[src/rtl/htsed_pkg.sv]
// Shared constants, types and entity tables for the HTML tag strip and entity decode unit.
package htsed_pkg;

  localparam int unsigned ByteW      = 8;
  localparam int unsigned MaxResults = 6;
  localparam int unsigned CntW       = 3;
  localparam int unsigned ProgW      = 4;

  typedef logic [ByteW-1:0]            byte_t;
  typedef logic [ProgW-1:0]            prog_t;
  typedef logic [CntW-1:0]             cnt_t;
  typedef logic [ByteW*MaxResults-1:0] text_t;

  // Characters of interest
  localparam byte_t CHR_NUL  = 8'h00;
  localparam byte_t CHR_LT   = 8'h3C;
  localparam byte_t CHR_GT   = 8'h3E;
  localparam byte_t CHR_AMP  = 8'h26;
  localparam byte_t CHR_SEMI = 8'h3B;
  localparam byte_t CHR_QUOT = 8'h22;
  localparam byte_t CHR_A    = 8'h61;
  localparam byte_t CHR_G    = 8'h67;
  localparam byte_t CHR_L    = 8'h6C;
  localparam byte_t CHR_M    = 8'h6D;
  localparam byte_t CHR_O    = 8'h6F;
  localparam byte_t CHR_P    = 8'h70;
  localparam byte_t CHR_Q    = 8'h71;
  localparam byte_t CHR_T    = 8'h74;
  localparam byte_t CHR_U    = 8'h75;

  // Pending entity prefix codes
  localparam prog_t P_NONE     = 4'd0;
  localparam prog_t P_AMP      = 4'd1;   // "&"
  localparam prog_t P_AMP_L    = 4'd2;   // "&l"
  localparam prog_t P_AMP_LT   = 4'd3;   // "&lt"
  localparam prog_t P_AMP_G    = 4'd4;   // "&g"
  localparam prog_t P_AMP_GT   = 4'd5;   // "&gt"
  localparam prog_t P_AMP_A    = 4'd6;   // "&a"
  localparam prog_t P_AMP_AM   = 4'd7;   // "&am"
  localparam prog_t P_AMP_AMP  = 4'd8;   // "&amp"
  localparam prog_t P_AMP_Q    = 4'd9;   // "&q"
  localparam prog_t P_AMP_QU   = 4'd10;  // "&qu"
  localparam prog_t P_AMP_QUO  = 4'd11;  // "&quo"
  localparam prog_t P_AMP_QUOT = 4'd12;  // "&quot"

  // Length of the literal text of a pending prefix
  function automatic cnt_t pend_len(prog_t c);
    cnt_t len;
    unique case (c)
      P_AMP:                                   len = 3'd1;
      P_AMP_L, P_AMP_G, P_AMP_A, P_AMP_Q:      len = 3'd2;
      P_AMP_LT, P_AMP_GT, P_AMP_AM, P_AMP_QU:  len = 3'd3;
      P_AMP_AMP, P_AMP_QUO:                    len = 3'd4;
      P_AMP_QUOT:                              len = 3'd5;
      default:                                 len = 3'd0;
    endcase
    return len;
  endfunction

  // Literal text of a pending prefix, first byte in the lowest bits
  function automatic text_t pend_text(prog_t c);
    text_t txt;
    unique case (c)
      P_AMP:      txt = {40'h0, CHR_AMP};
      P_AMP_L:    txt = {32'h0, CHR_L, CHR_AMP};
      P_AMP_LT:   txt = {24'h0, CHR_T, CHR_L, CHR_AMP};
      P_AMP_G:    txt = {32'h0, CHR_G, CHR_AMP};
      P_AMP_GT:   txt = {24'h0, CHR_T, CHR_G, CHR_AMP};
      P_AMP_A:    txt = {32'h0, CHR_A, CHR_AMP};
      P_AMP_AM:   txt = {24'h0, CHR_M, CHR_A, CHR_AMP};
      P_AMP_AMP:  txt = {16'h0, CHR_P, CHR_M, CHR_A, CHR_AMP};
      P_AMP_Q:    txt = {32'h0, CHR_Q, CHR_AMP};
      P_AMP_QU:   txt = {24'h0, CHR_U, CHR_Q, CHR_AMP};
      P_AMP_QUO:  txt = {16'h0, CHR_O, CHR_U, CHR_Q, CHR_AMP};
      P_AMP_QUOT: txt = {8'h0, CHR_T, CHR_O, CHR_U, CHR_Q, CHR_AMP};
      default:    txt = '0;
    endcase
    return txt;
  endfunction

endpackage

[src/rtl/html_tag_strip_entity_decode_unit.sv]
// HTML tag stripper with entity decoding: streaming top level.
//
// Takes HTML text one byte per transfer and emits plain text one byte per
// transfer. Tags ('<' ... '>') are removed, and &lt; &gt; &amp; &quot; are
// decoded. While out_tready is high, a byte yielding at most one output byte
// never holds the input, so plain text moves at one byte per clock. A byte
// yielding more (a broken entity prefix flushed literally, up to six bytes)
// holds the input while the result buffer drains one byte per ready cycle;
// the next input is taken in the cycle its last byte leaves. out_tlast marks
// the last output byte caused by one input byte; out_tuser marks the last
// output byte of the stream. State returns to reset after an in_tlast input.
module html_tag_strip_entity_decode_unit (
  input  logic       clk,
  input  logic       rst_n,
  input  logic       in_tvalid,
  output logic       in_tready,
  input  logic [7:0] in_tdata,   // [7:0] in_byte
  input  logic       in_tlast,   // in_last
  output logic       out_tvalid,
  input  logic       out_tready,
  output logic [7:0] out_tdata,  // [7:0] out_byte
  output logic       out_tlast,  // run_last
  output logic       out_tuser   // [0] stream_last
);

  // Parser state
  logic                  inside_tag_r, inside_tag_nxt;
  htsed_pkg::prog_t      prog_r, prog_nxt;

  // Result buffer: bytes shift toward slot 0 as they are transferred
  htsed_pkg::byte_t      buf_r   [htsed_pkg::MaxResults];
  htsed_pkg::byte_t      buf_nxt [htsed_pkg::MaxResults];
  htsed_pkg::cnt_t       cnt_r, cnt_nxt;
  logic                  strm_r, strm_nxt;

  logic                  in_xfer, out_xfer;

  // Prefix matching
  htsed_pkg::prog_t      prog_cur;
  htsed_pkg::prog_t      adv_prog;
  logic                  adv_hit;
  logic                  ent_hit;
  htsed_pkg::byte_t      ent_val;

  // Result assembly: literal prefix text followed by an optional extra byte
  htsed_pkg::prog_t      flush_code;
  logic                  has_x;
  htsed_pkg::byte_t      x_byte;
  logic                  fresh;
  htsed_pkg::cnt_t       flush_len;
  htsed_pkg::text_t      flush_txt;

  assign in_tready  = (cnt_r == '0) || ((cnt_r == htsed_pkg::cnt_t'(1)) && out_tready);
  assign in_xfer    = in_tvalid && in_tready;
  assign out_xfer   = out_tvalid && out_tready;

  assign out_tvalid = (cnt_r != '0);
  assign out_tdata  = buf_r[0];
  assign out_tlast  = (cnt_r == htsed_pkg::cnt_t'(1));
  assign out_tuser  = (cnt_r == htsed_pkg::cnt_t'(1)) && strm_r;

  // Next prefix or completed entity for the pending prefix and current byte
  always_comb begin
    prog_cur = (prog_r > htsed_pkg::P_AMP_QUOT) ? htsed_pkg::P_NONE : prog_r;
    adv_prog = htsed_pkg::P_NONE;
    adv_hit  = 1'b0;
    ent_hit  = 1'b0;
    ent_val  = htsed_pkg::CHR_NUL;
    unique case (prog_cur)
      htsed_pkg::P_AMP: begin
        if (in_tdata == htsed_pkg::CHR_L) begin
          adv_hit = 1'b1; adv_prog = htsed_pkg::P_AMP_L;
        end else if (in_tdata == htsed_pkg::CHR_G) begin
          adv_hit = 1'b1; adv_prog = htsed_pkg::P_AMP_G;
        end else if (in_tdata == htsed_pkg::CHR_A) begin
          adv_hit = 1'b1; adv_prog = htsed_pkg::P_AMP_A;
        end else if (in_tdata == htsed_pkg::CHR_Q) begin
          adv_hit = 1'b1; adv_prog = htsed_pkg::P_AMP_Q;
        end
      end
      htsed_pkg::P_AMP_L: begin
        adv_hit  = (in_tdata == htsed_pkg::CHR_T);
        adv_prog = htsed_pkg::P_AMP_LT;
      end
      htsed_pkg::P_AMP_LT: begin
        ent_hit = (in_tdata == htsed_pkg::CHR_SEMI);
        ent_val = htsed_pkg::CHR_LT;
      end
      htsed_pkg::P_AMP_G: begin
        adv_hit  = (in_tdata == htsed_pkg::CHR_T);
        adv_prog = htsed_pkg::P_AMP_GT;
      end
      htsed_pkg::P_AMP_GT: begin
        ent_hit = (in_tdata == htsed_pkg::CHR_SEMI);
        ent_val = htsed_pkg::CHR_GT;
      end
      htsed_pkg::P_AMP_A: begin
        adv_hit  = (in_tdata == htsed_pkg::CHR_M);
        adv_prog = htsed_pkg::P_AMP_AM;
      end
      htsed_pkg::P_AMP_AM: begin
        adv_hit  = (in_tdata == htsed_pkg::CHR_P);
        adv_prog = htsed_pkg::P_AMP_AMP;
      end
      htsed_pkg::P_AMP_AMP: begin
        ent_hit = (in_tdata == htsed_pkg::CHR_SEMI);
        ent_val = htsed_pkg::CHR_AMP;
      end
      htsed_pkg::P_AMP_Q: begin
        adv_hit  = (in_tdata == htsed_pkg::CHR_U);
        adv_prog = htsed_pkg::P_AMP_QU;
      end
      htsed_pkg::P_AMP_QU: begin
        adv_hit  = (in_tdata == htsed_pkg::CHR_O);
        adv_prog = htsed_pkg::P_AMP_QUO;
      end
      htsed_pkg::P_AMP_QUO: begin
        adv_hit  = (in_tdata == htsed_pkg::CHR_T);
        adv_prog = htsed_pkg::P_AMP_QUOT;
      end
      htsed_pkg::P_AMP_QUOT: begin
        ent_hit = (in_tdata == htsed_pkg::CHR_SEMI);
        ent_val = htsed_pkg::CHR_QUOT;
      end
      default: begin
        adv_hit = 1'b0;
      end
    endcase
  end

  // Per-byte decision: state update, flushed prefix and extra byte
  always_comb begin
    flush_code     = htsed_pkg::P_NONE;
    has_x          = 1'b0;
    x_byte         = in_tdata;
    fresh          = 1'b0;
    inside_tag_nxt = inside_tag_r;
    prog_nxt       = prog_cur;

    if (in_tdata != htsed_pkg::CHR_NUL) begin
      if (prog_cur != htsed_pkg::P_NONE) begin
        if (ent_hit) begin
          has_x    = 1'b1;
          x_byte   = ent_val;
          prog_nxt = htsed_pkg::P_NONE;
        end else if (adv_hit) begin
          prog_nxt = adv_prog;
        end else begin
          // broken prefix: emit it literally, then treat the byte afresh
          flush_code = prog_cur;
          prog_nxt   = htsed_pkg::P_NONE;
          fresh      = 1'b1;
        end
      end else begin
        fresh = 1'b1;
      end
    end

    if (fresh) begin
      if (in_tdata == htsed_pkg::CHR_LT) begin
        inside_tag_nxt = 1'b1;
      end else if (in_tdata == htsed_pkg::CHR_GT) begin
        inside_tag_nxt = 1'b0;
      end else if (inside_tag_r) begin
        has_x = 1'b0;
      end else if (in_tdata == htsed_pkg::CHR_AMP) begin
        prog_nxt = htsed_pkg::P_AMP;
      end else begin
        has_x = 1'b1;
      end
    end

    // end of stream: flush whatever prefix is still pending
    if (in_tlast) begin
      if (prog_nxt != htsed_pkg::P_NONE) begin
        if (flush_code == htsed_pkg::P_NONE) begin
          flush_code = prog_nxt;
        end else begin
          // only a fresh '&' can be pending after a broken prefix
          has_x  = 1'b1;
          x_byte = htsed_pkg::CHR_AMP;
        end
      end
      prog_nxt       = htsed_pkg::P_NONE;
      inside_tag_nxt = 1'b0;
    end

    flush_len = htsed_pkg::pend_len(flush_code);
    flush_txt = htsed_pkg::pend_text(flush_code);
  end

  // Result buffer load and drain
  always_comb begin
    cnt_nxt  = cnt_r;
    strm_nxt = strm_r;
    for (int i = 0; i < htsed_pkg::MaxResults; i++) begin
      buf_nxt[i] = buf_r[i];
    end
    if (in_xfer) begin
      cnt_nxt  = flush_len + htsed_pkg::cnt_t'(has_x);
      strm_nxt = in_tlast;
      for (int i = 0; i < htsed_pkg::MaxResults; i++) begin
        if (htsed_pkg::cnt_t'(i) < flush_len) begin
          buf_nxt[i] = flush_txt[i*htsed_pkg::ByteW +: htsed_pkg::ByteW];
        end else begin
          buf_nxt[i] = x_byte;
        end
      end
    end else if (out_xfer) begin
      cnt_nxt = cnt_r - htsed_pkg::cnt_t'(1);
      for (int i = 0; i < htsed_pkg::MaxResults - 1; i++) begin
        buf_nxt[i] = buf_r[i+1];
      end
    end
  end

  // Control registers
  always_ff @(posedge clk) begin
    if (!rst_n) begin
      inside_tag_r <= 1'b0;
      prog_r       <= htsed_pkg::P_NONE;
      cnt_r        <= '0;
      strm_r       <= 1'b0;
    end else begin
      if (in_xfer) begin
        inside_tag_r <= inside_tag_nxt;
        prog_r       <= prog_nxt;
      end
      cnt_r  <= cnt_nxt;
      strm_r <= strm_nxt;
    end
  end

  // Payload registers
  always_ff @(posedge clk) begin
    for (int i = 0; i < htsed_pkg::MaxResults; i++) begin
      buf_r[i] <= buf_nxt[i];
    end
  end

  // Buffer never holds more than one input's worth of results
  a_cnt_bound: assert property (@(posedge clk) disable iff (!rst_n)
    cnt_r <= htsed_pkg::cnt_t'(htsed_pkg::MaxResults))
    else $error("result count out of range");

  // Prefix code stays within the defined set
  a_prog_bound: assert property (@(posedge clk) disable iff (!rst_n)
    prog_r <= htsed_pkg::P_AMP_QUOT)
    else $error("entity prefix code out of range");

  // A new byte is taken only when the buffer is empty or draining its last entry
  a_no_overrun: assert property (@(posedge clk) disable iff (!rst_n)
    in_xfer |-> (cnt_r == '0) || ((cnt_r == htsed_pkg::cnt_t'(1)) && out_xfer))
    else $error("input accepted over pending results");

  // End of stream leaves the parser in its reset state
  a_last_clears: assert property (@(posedge clk) disable iff (!rst_n)
    (in_xfer && in_tlast) |=> (!inside_tag_r && (prog_r == htsed_pkg::P_NONE)))
    else $error("state not cleared after final byte");

  // Stream end only flags the last byte of a run
  a_strm_on_last: assert property (@(posedge clk) disable iff (!rst_n)
    out_tuser |-> out_tlast && out_tvalid)
    else $error("stream end flag off the last result");

endmodule

[config.mk]
export PLATFORM = sky130hd
export DESIGN_NAME = html_tag_strip_entity_decode_unit
export DESIGN_NICKNAME = d
export VERILOG_FILES = /design/src/rtl/htsed_pkg.sv /design/src/rtl/html_tag_strip_entity_decode_unit.sv
export SDC_FILE = /design/constraint.sdc
export NUM_CORES = 1
export LEC_CHECK = 0
export ABC_AREA = 1
export BUFFER_PORTS_ARGS = -buffer_cell sky130_fd_sc_hd__buf_2
export CORE_UTILIZATION = 40
export CTS_CLUSTER_DIAMETER = 120
export DETAILED_ROUTE_END_ITERATION = 16
export GPL_ROUTABILITY_DRIVEN = 0
export SLEW_MARGIN = 10
export SYNTH_ARGS = -nofsm -noshare
export SYNTH_HDL_FRONTEND = slang
export SYNTH_SLANG_ARGS = --single-unit
[constraint.sdc]
create_clock -name clk -period 3.7 [get_ports clk]
set_clock_uncertainty 0.1 [all_clocks]
set_input_delay 0.555 -clock clk [delete_from_list [all_inputs] [get_ports clk]]
set_output_delay 0.555 -clock clk [all_outputs]
set_load 0.02 [all_outputs]
Word level (Yosys, flattened, before mapping)
Memory sizes are Yosys's and may differ from the RTL's.
Cells that the tools add are included.
{"block": "word_totals", "register_bits": 9, "mem_bits_rw": 48, "romBits": 480, "in_bits": 13, "out_inout_bits": 12, "elab_cells": 125, "memories": 3}
{"block": "classes", "addsub": 2, "magnitude_cmp": 7, "eq_ne": 26, "mux": 66, "n_reduce_logical": 17}
{"name": "(name not given)", "words": 16, "width": 27, "rd": 1, "rd_ports_with_merged_regs": 0, "write_ports": 0, "line_no": "htsed_pkg.sv:63", "source": "unique case (c)"}
{"name": "(name not given)", "words": 16, "width": 3, "rd": 1, "rd_ports_with_merged_regs": 0, "write_ports": 0, "line_no": "htsed_pkg.sv:49", "source": "unique case (c)"}
{"name": "buf_r", "words": 6, "width": 8, "rd": 6, "rd_ports_with_merged_regs": 0, "write_ports": 6, "line_no": "html_tag_strip_entity_decode_unit.sv:31", "source": "htsed_pkg::byte_t buf_r [htsed_pkg::MaxResults];"}
{"cell": "8-bit two-way mux", "n": 13}
{"cell": "4-bit two-way mux", "n": 22}
{"cell": "40-bit two-way mux", "n": 2}
{"cell": "8-bit by 7-bit == test with 1-bit output, second input constant", "n": 9}
{"cell": "8-bit by 6-bit == test with 1-bit output, second input constant", "n": 4}
{"cell": "4-bit one-hot mux with 8 select lines", "n": 1}
{"cell": "1-bit two-way mux", "n": 24}
{"cell": "6-bit one-hot mux with 4 select lines", "n": 1}
{"cell": "4-bit == test, second input constant", "n": 5}
{"cell": "4-bit by 3-bit == test with 1-bit output, second input constant", "n": 4}
{"cell": "4-bit by 2-bit == test with 1-bit output, second input constant", "n": 2}
{"cell": "4-bit nonzero test", "n": 2}
{"cell": "8-bit nonzero test", "n": 1}
{"cell": "1-bit by 3-bit < comparator with 1-bit output, first input constant", "n": 2}
{"cell": "2-bit by 3-bit < comparator with 1-bit output, first input constant", "n": 2}
{"cell": "3-bit < comparator, first input constant", "n": 2}
{"cell": "3-bit two-way mux", "n": 2}
{"cell": "1-bit one-hot mux with 6 select lines", "n": 1}
{"cell": "3-bit nonzero test", "n": 2}
{"cell": "4-bit by 1-bit == test with 1-bit output, second input constant", "n": 1}
{"cell": "4-bit greater-than comparator, second input constant", "n": 1}
{"cell": "1-bit logical AND", "n": 4}
{"cell": "4-bit zero test", "n": 1}
{"cell": "2-bit nonzero test", "n": 2}
{"cell": "other kinds (8)", "n": 8}

Logic depth before layout (Yosys ltp)
An unclocked memory read counts as a cell.
{"block": "logic_depth", "ltp_word": 22, "ltp_mapped": 28, "mapped_depth_nobuf": 27}

Worst setup path before layout
OpenSTA, ideal clock, no wires.
{"block": "synth_path", "kind": "input port to flip-flop", "startpoint": "in in_tdata[5]", "endpoint": "reg cnt_r[1]", "setup_ps": 121, "t_arrival_ps": 3465, "required_time_ps": 3479, "slack_ps": 14, "stages": 23, "path_buffers": 1, "cell_sequence": "buf_2 -> nand2_1 -> nor2_1 -> inv_1 -> nor4_1 -> nand2_1 -> inv_1 -> nor2_1 -> inv_1 -> nor2_1 -> a21oi_1 -> inv_1 -> ha_1 -> nand3_1 -> nand3_4 -> nand2_8 -> inv_2 -> ha_1 -> ha_1 -> nand2_1 -> o211ai_1 -> o211ai_1 -> inv_1"}
{"block": "synth_between", "elab_chain_len": 21, "word_cells_on_any_way": 61, "cone_classes": "1 x add/sub; 13 x eq/ne; 43 x mux; 3 x reduce/logical; 1 x memory"}
{"item": "start, declared", "line_no": "html_tag_strip_entity_decode_unit.sv:17", "source": "input logic [7:0] in_tdata,"}
{"item": "8-bit by 7-bit == test with 1-bit output", "line_no": "html_tag_strip_entity_decode_unit.sv:77", "source": "end else if (in_tdata == htsed_pkg::CHR_Q) begin"}
{"item": "4-bit two-way mux / 1-bit two-way mux (equally long branches)", "line_no": "html_tag_strip_entity_decode_unit.sv:77"}
{"item": "4-bit two-way mux / 1-bit two-way mux (equally long branches)", "line_no": "html_tag_strip_entity_decode_unit.sv:75", "source": "end else if (in_tdata == htsed_pkg::CHR_A) begin"}
{"item": "4-bit two-way mux / 1-bit two-way mux (equally long branches)", "line_no": "html_tag_strip_entity_decode_unit.sv:73", "source": "end else if (in_tdata == htsed_pkg::CHR_G) begin"}
{"item": "4-bit two-way mux / 1-bit two-way mux (equally long branches)", "line_no": "html_tag_strip_entity_decode_unit.sv:71", "source": "if (in_tdata == htsed_pkg::CHR_L) begin"}
{"item": "4-bit one-hot mux with 8 select lines / 1-bit one-hot mux with 6 select lines (equally long branches)", "line_no": "html_tag_strip_entity_decode_unit.sv:69", "source": "unique case (prog_cur)"}
{"item": "4-bit two-way mux", "line_no": "html_tag_strip_entity_decode_unit.sv:146", "source": "end else if (adv_hit) begin"}
{"item": "4-bit two-way mux", "line_no": "html_tag_strip_entity_decode_unit.sv:142", "source": "if (ent_hit) begin"}
{"item": "[... 5 more ...]"}
{"item": "4-bit two-way mux", "line_no": "html_tag_strip_entity_decode_unit.sv:160", "source": "if (in_tdata == htsed_pkg::CHR_LT) begin"}
{"item": "4-bit two-way mux", "line_no": "html_tag_strip_entity_decode_unit.sv:159", "source": "if (fresh) begin"}
{"item": "4-bit nonzero test / 4-bit two-way mux (equally long branches)", "line_no": "html_tag_strip_entity_decode_unit.sv:175, html_tag_strip_entity_decode_unit.sv:176"}
{"item": "4-bit two-way mux", "line_no": "html_tag_strip_entity_decode_unit.sv:175", "source": "if (prog_nxt != htsed_pkg::P_NONE) begin"}
{"item": "4-bit two-way mux", "line_no": "html_tag_strip_entity_decode_unit.sv:174", "source": "if (in_tlast) begin"}
{"item": "memory read 16 x 3 bit"}
{"item": "3-bit by 1-bit adder with 3-bit output (*)", "line_no": "html_tag_strip_entity_decode_unit.sv:200", "source": "cnt_nxt = flush_len + htsed_pkg::cnt_t'(has_x);"}
{"item": "3-bit two-way mux (*)", "line_no": "html_tag_strip_entity_decode_unit.sv:199", "source": "if (in_xfer) begin"}
{"item": "end signal, assigned", "line_no": "html_tag_strip_entity_decode_unit.sv:229", "source": "cnt_r <= cnt_nxt;"}
{"item": "end, declared", "line_no": "html_tag_strip_entity_decode_unit.sv:33", "source": "htsed_pkg::cnt_t cnt_r, cnt_nxt;"}
Mark *: on every way between the ends. The rest lies on a longest branch, timed or not.
A chain may end at the register's enable or synchronous reset.

Worst setup path in the final report
{"block": "layout_path", "startpoint": "reg prog_r[1]", "endpoint": "reg cnt_r[1]"}
{"block": "layout_between", "elab_chain_len": 20, "word_cells_on_any_way": 56, "cone_classes": "1 x add/sub; 1 x order compare; 12 x eq/ne; 36 x mux; 5 x reduce/logical; 1 x memory"}
{"item": "start, declared", "line_no": "html_tag_strip_entity_decode_unit.sv:28", "source": "htsed_pkg::prog_t prog_r, prog_nxt;"}
{"item": "start signal, assigned", "line_no": "html_tag_strip_entity_decode_unit.sv:221", "source": "prog_r <= htsed_pkg::P_NONE;"}
{"item": "start signal, assigned", "line_no": "html_tag_strip_entity_decode_unit.sv:227", "source": "prog_r <= prog_nxt;"}
{"item": "4-bit greater-than comparator", "line_no": "html_tag_strip_entity_decode_unit.sv:64", "source": "prog_cur = (prog_r > htsed_pkg::P_AMP_QUOT) ? htsed_pkg::P_NONE : prog_r;"}
{"item": "4-bit two-way mux (*)", "line_no": "html_tag_strip_entity_decode_unit.sv:64"}
{"item": "4-bit == test, or another cell as far along", "line_no": "html_tag_strip_entity_decode_unit.sv:69"}
{"item": "3-bit OR reduction (no source line)"}
{"item": "1-bit one-hot mux with 6 select lines", "line_no": "html_tag_strip_entity_decode_unit.sv:69"}
{"item": "4-bit two-way mux", "line_no": "html_tag_strip_entity_decode_unit.sv:146"}
{"item": "4-bit two-way mux", "line_no": "html_tag_strip_entity_decode_unit.sv:142"}
{"item": "4-bit two-way mux", "line_no": "html_tag_strip_entity_decode_unit.sv:141", "source": "if (prog_cur != htsed_pkg::P_NONE) begin"}
{"item": "[... 4 more ...]"}
{"item": "4-bit two-way mux", "line_no": "html_tag_strip_entity_decode_unit.sv:160"}
{"item": "4-bit two-way mux", "line_no": "html_tag_strip_entity_decode_unit.sv:159"}
{"item": "4-bit nonzero test / 4-bit two-way mux (equally long branches)", "line_no": "html_tag_strip_entity_decode_unit.sv:175, html_tag_strip_entity_decode_unit.sv:176"}
{"item": "4-bit two-way mux", "line_no": "html_tag_strip_entity_decode_unit.sv:175"}
{"item": "4-bit two-way mux", "line_no": "html_tag_strip_entity_decode_unit.sv:174"}
{"item": "memory read 16 x 3 bit"}
{"item": "3-bit by 1-bit adder with 3-bit output (*)", "line_no": "html_tag_strip_entity_decode_unit.sv:200"}
{"item": "3-bit two-way mux (*)", "line_no": "html_tag_strip_entity_decode_unit.sv:199"}
Marks and branches as above.

==> metrics list <==
* Number of DRC violations after detailed-routing iteration 0: between 150 and 200
- Area taken by flip-flops and latches: 0.00164 mm^2
* Clock Power Share: 25.2%
* Full die area: about 0.010 mm^2
* Tightest Pin Transition: 0.895 ns
- Most common cell after layout, fill and taps aside: sky130_fd_sc_hd__nand2_1
- The clock tree synthesis step divided the H-tree into 3 levels.
- Overflow after GRT: 0
- By startpoint and endpoint, the worst setup path is classified as flip-flop to flip-flop.
- Synthesis inferred 57 register bits.
- Across the run, the number of max-cap violations was 0.
* Vias per cell: roughly 5.1
- In this run the biggest area consumer among cell types represents between 30% and 40% of the synthesized area.
- Antenna Diode Count: 0
* Post-detailed-placement half-perimeter wirelength: 6.97 mm
- Type of the most critical hold path: input port to flip-flop
- Internal power comes to 1.75 mW.
* Port Buffer Count: 24
- Drt drc: 0
- Remaining antenna violation count after routing: 0
- Synthesis handed over a netlist of 508 instances.
* Most used flip-flop cell after synthesis: sky130_fd_sc_hd__edfxtp_1
- In the final routed layout, each cell accounts on average for 14.1 um.
* TritonCTS buffer count: 9
* Fraction of final layout cells sized beyond drive strength 1: about 21%
* Synth unique cells: 45
* Switch Pwr: 0.931 mW
- Clock latency on the worst-skew pair, taken at its later pin, is 0.35 ns.
* CTS tree: done
- Die boundary width: 101 um
- Max Slew Vio Count: 0
- The final hold violation count came to 0.
* Global-route track usage on met2: 32.2%
- The final layout contains 575 nets.
* Syn_nets: roughly 530
* Reg2Reg Setup Slack: roughly 0.27 ns
* Commonest cells after routing, fill and taps aside: sky130_fd_sc_hd__nand2_1 (148), sky130_fd_sc_hd__nor2_1 (52), sky130_fd_sc_hd__inv_1 (50)
- In this run, synthesis inferred 48 flip-flops with an integrated enable.
- Clock slew at the register clock pins of the worst setup and hold paths: 0.08 ns
- Core utilization of the finished layout: between 40 and 50%
* Crit-path leading delay family: simple AND/OR/NAND/NOR gates
- CP max FO: 7
* Peak supply drop: approximately 0.42 mV
- Subtracting the final worst setup slack from the clock period gives 3.43 ns.
- Total standard cell area after synthesis: 0.00393 mm^2
- Maximum number of pins on one net before global-route repair: 43
* Sequential cell area fraction in the yosys report: 41.3%
- Critical path's slowest cell: sky130_fd_sc_hd__dfxtp_4
- Total power for the finished layout comes to 2.68 mW.
* Maximum count of clock buffers along a single path: 2
- Outcome: completed
* Biggest area consumer among synthesized cells: sky130_fd_sc_hd__edfxtp_1
* Vertical die dimension: about 100 um
- Across all layers, the routed design uses between 3k and 4k vias.
* Drt pass-1 iters: 4
* Leakage dissipation: between 2 and 2.5 nW
- For this run, the number of Yosys warnings is 0.
- The worst setup path is launched from a flip-flop.
- In this run, the combinational gates consume 30.7% of the power.
- The final critical path takes up 92.6% of the cycle.
* Required arrival time at the worst endpoint: 3.84 ns
- For this design the top-level I/O count stands at 25.
- Fill cells: 980
- The global routing stage identified its most utilized layer as met2.
- For this run, the top clock speed supported by timing is 0.292 GHz.
- Each instance of the synthesized netlist takes up on average 7.74 um^2.
- For met3 alone, demand over resource in global routing was under 10%.
- First-pass GRT wire length: 15.8 mm
* Critical path data arrival time: 3.57 ns
- Global routing consumed, over all layers together, 20.2% of the routing resources.
* Critical path cell sequence: buf_6, nand3_2, nor2_1, nor2_1, nor2_1, nand3_1, nor2_2, nand3_2, nand2_4, a21o_1, nand4_1, nand2_2, inv_2, ha_1, nand3_2, nand3_4, nand2_8, inv_2, ha_1, ha_1, nand2_1, o211ai_1, o211ai_1, inv_1
* Detailed Route WL: 9.66 mm
- Multi-input gate area: 0.00199 mm^2
- Clock tree synthesis selected as its root buffer the cell sky130_fd_sc_hd__clkbuf_8.
- Total Negative Setup Slacks: 0 ns
- Number of placement rows: 35
- Async SR Flop Fraction: 0%
* Number of clock sinks: 57
- Cell area power density: between 500 and 600 mW/mm^2
- For met1 alone, demand over resource in global routing was 27.4%.
- Net switching is about a third of the power.
* Crit path largest cell delay: ~0.38 ns
* CP Buf/Inv Count: 4
- Measured against its own limit, the worst slew margin works out to 40.0%.
* Core outline area: 0.00937 mm^2
* CP endpoint kind: flip-flop
- Setup violations remaining at the end of the flow were counted as 0.
- Via count of the first global-routing pass: about 3.3k
* Cell types with the largest area share after synthesis: sky130_fd_sc_hd__edfxtp_1 (37%), sky130_fd_sc_hd__nand2_1 (14%), sky130_fd_sc_hd__nor2_1 (5.3%), sky130_fd_sc_hd__inv_1 (5.0%), sky130_fd_sc_hd__dfxtp_1 (4.6%)
- Antenna violations before repair: 0
- Layout area overhead: 16.2%
* Initial core utilization: a little over two fifths
- Registers are responsible for 44.1% of the overall power.
worst register-to-register path: cells and delay by family (launching register included):
family | cells | cell delay, ns
simple gates | 14 | 1.49
fa+ha+maj | 3 | 0.67
compound gates | 3 | 0.40
flops | 1 | 0.38
buf+inv | 4 | 0.29
layer usage:
| metal | wire length [um] | up-vias |
|---|---|---|
| met1 | 4710 | 1619 |
| met2 | 4380 | 92 |
| met5 | 0 | - |
| met4 | 161 | 0 |
| met3 | 395 | 15 |
| li1 | - | 1765 |
cell families after synthesis:
family          count (synthesis)  share of synthesized area [%]
flops                          57                           41.3
buf+inv                        81                           9.39
simple gates                  277                           33.0
compound gates                 77                           11.6
fa+ha+maj                      13                           4.14
xor+xnor                        3                          0.669
state kept, by name (all words and copies together), names as in the netlist:
name          cells
buf_r            48
strm_r            1
inside_tag_r      1
cnt_r             3
prog_r            4
path summary, 6_finish.rpt:
path	start	to	cells after the start
max	prog_r[1]	cnt_r[1]	24
min	in_tdata[7]	buf_r[5][7]	1
max reg2reg	prog_r[1]	cnt_r[1]	24
min reg2reg	strm_r	strm_r	2
Yosys cell counts (all sizes together), types with 5 or more instances:
| master | instances |
|---|---|
| a31oi | 8 |
| dfxtp | 9 |
| buf | 10 |
| nor2 | 60 |
| o211ai | 5 |
| nand2 | 166 |
| nand3 | 31 |
| nand4 | 10 |
| ha | 13 |
| o21ai | 31 |
| a21oi | 24 |
| inv | 61 |
| clkbuf | 9 |
| edfxtp | 48 |
power groups by stage:
stage / registers (mW) / clock network (mW) / logic (mW)
after floorplan: 1.25 / 0 / 0.522
after global placement: 1.19 / 0 / 0.812
after detailed placement: 1.20 / 0 / 0.825
after CTS: 1.19 / 0.689 / 0.829
after global routing: 1.21 / 0.716 / 0.932
final: 1.18 / 0.675 / 0.822
timing repair:
| action | in CTS | in global routing |
|---|---|---|
| buffers inserted | 0 | 4 |
| hold buffers | 0 | 0 |
| endpoints found under the setup margin | 0 | 37 |
| gates resized for setup | 0 | 22 |
| endpoints found under the hold margin | 0 | 0 |
through the flow:
| step | setup WS (ns) | area, um^2 | hold slack (ns) | std cells |
|---|---|---|---|---|
| global route | -0.0281 | 4570 | 0.323 | 683 |
| floorplan | 0.0142 | 3930 | 0.344 | 508 |
| global placement | -0.0215 | 4250 | 0.383 | 663 |
| detailed placement | -0.0463 | 4250 | 0.389 | 663 |
| finish | 0.273 | 4570 | 0.314 | 683 |
| CTS | 0.0101 | 4470 | 0.311 | 679 |
area by class of cell:
cell class	instances	share of cell area [%]
multi-input combinational	370	43.5
sequential	57	35.8
timing repair buffer	49	6.82
inverter	62	5.37
tap	129	3.53
clock buffer	9	2.71
clock inverter	7	2.25
No activity file was read; power rests on OpenSTA's default activity.
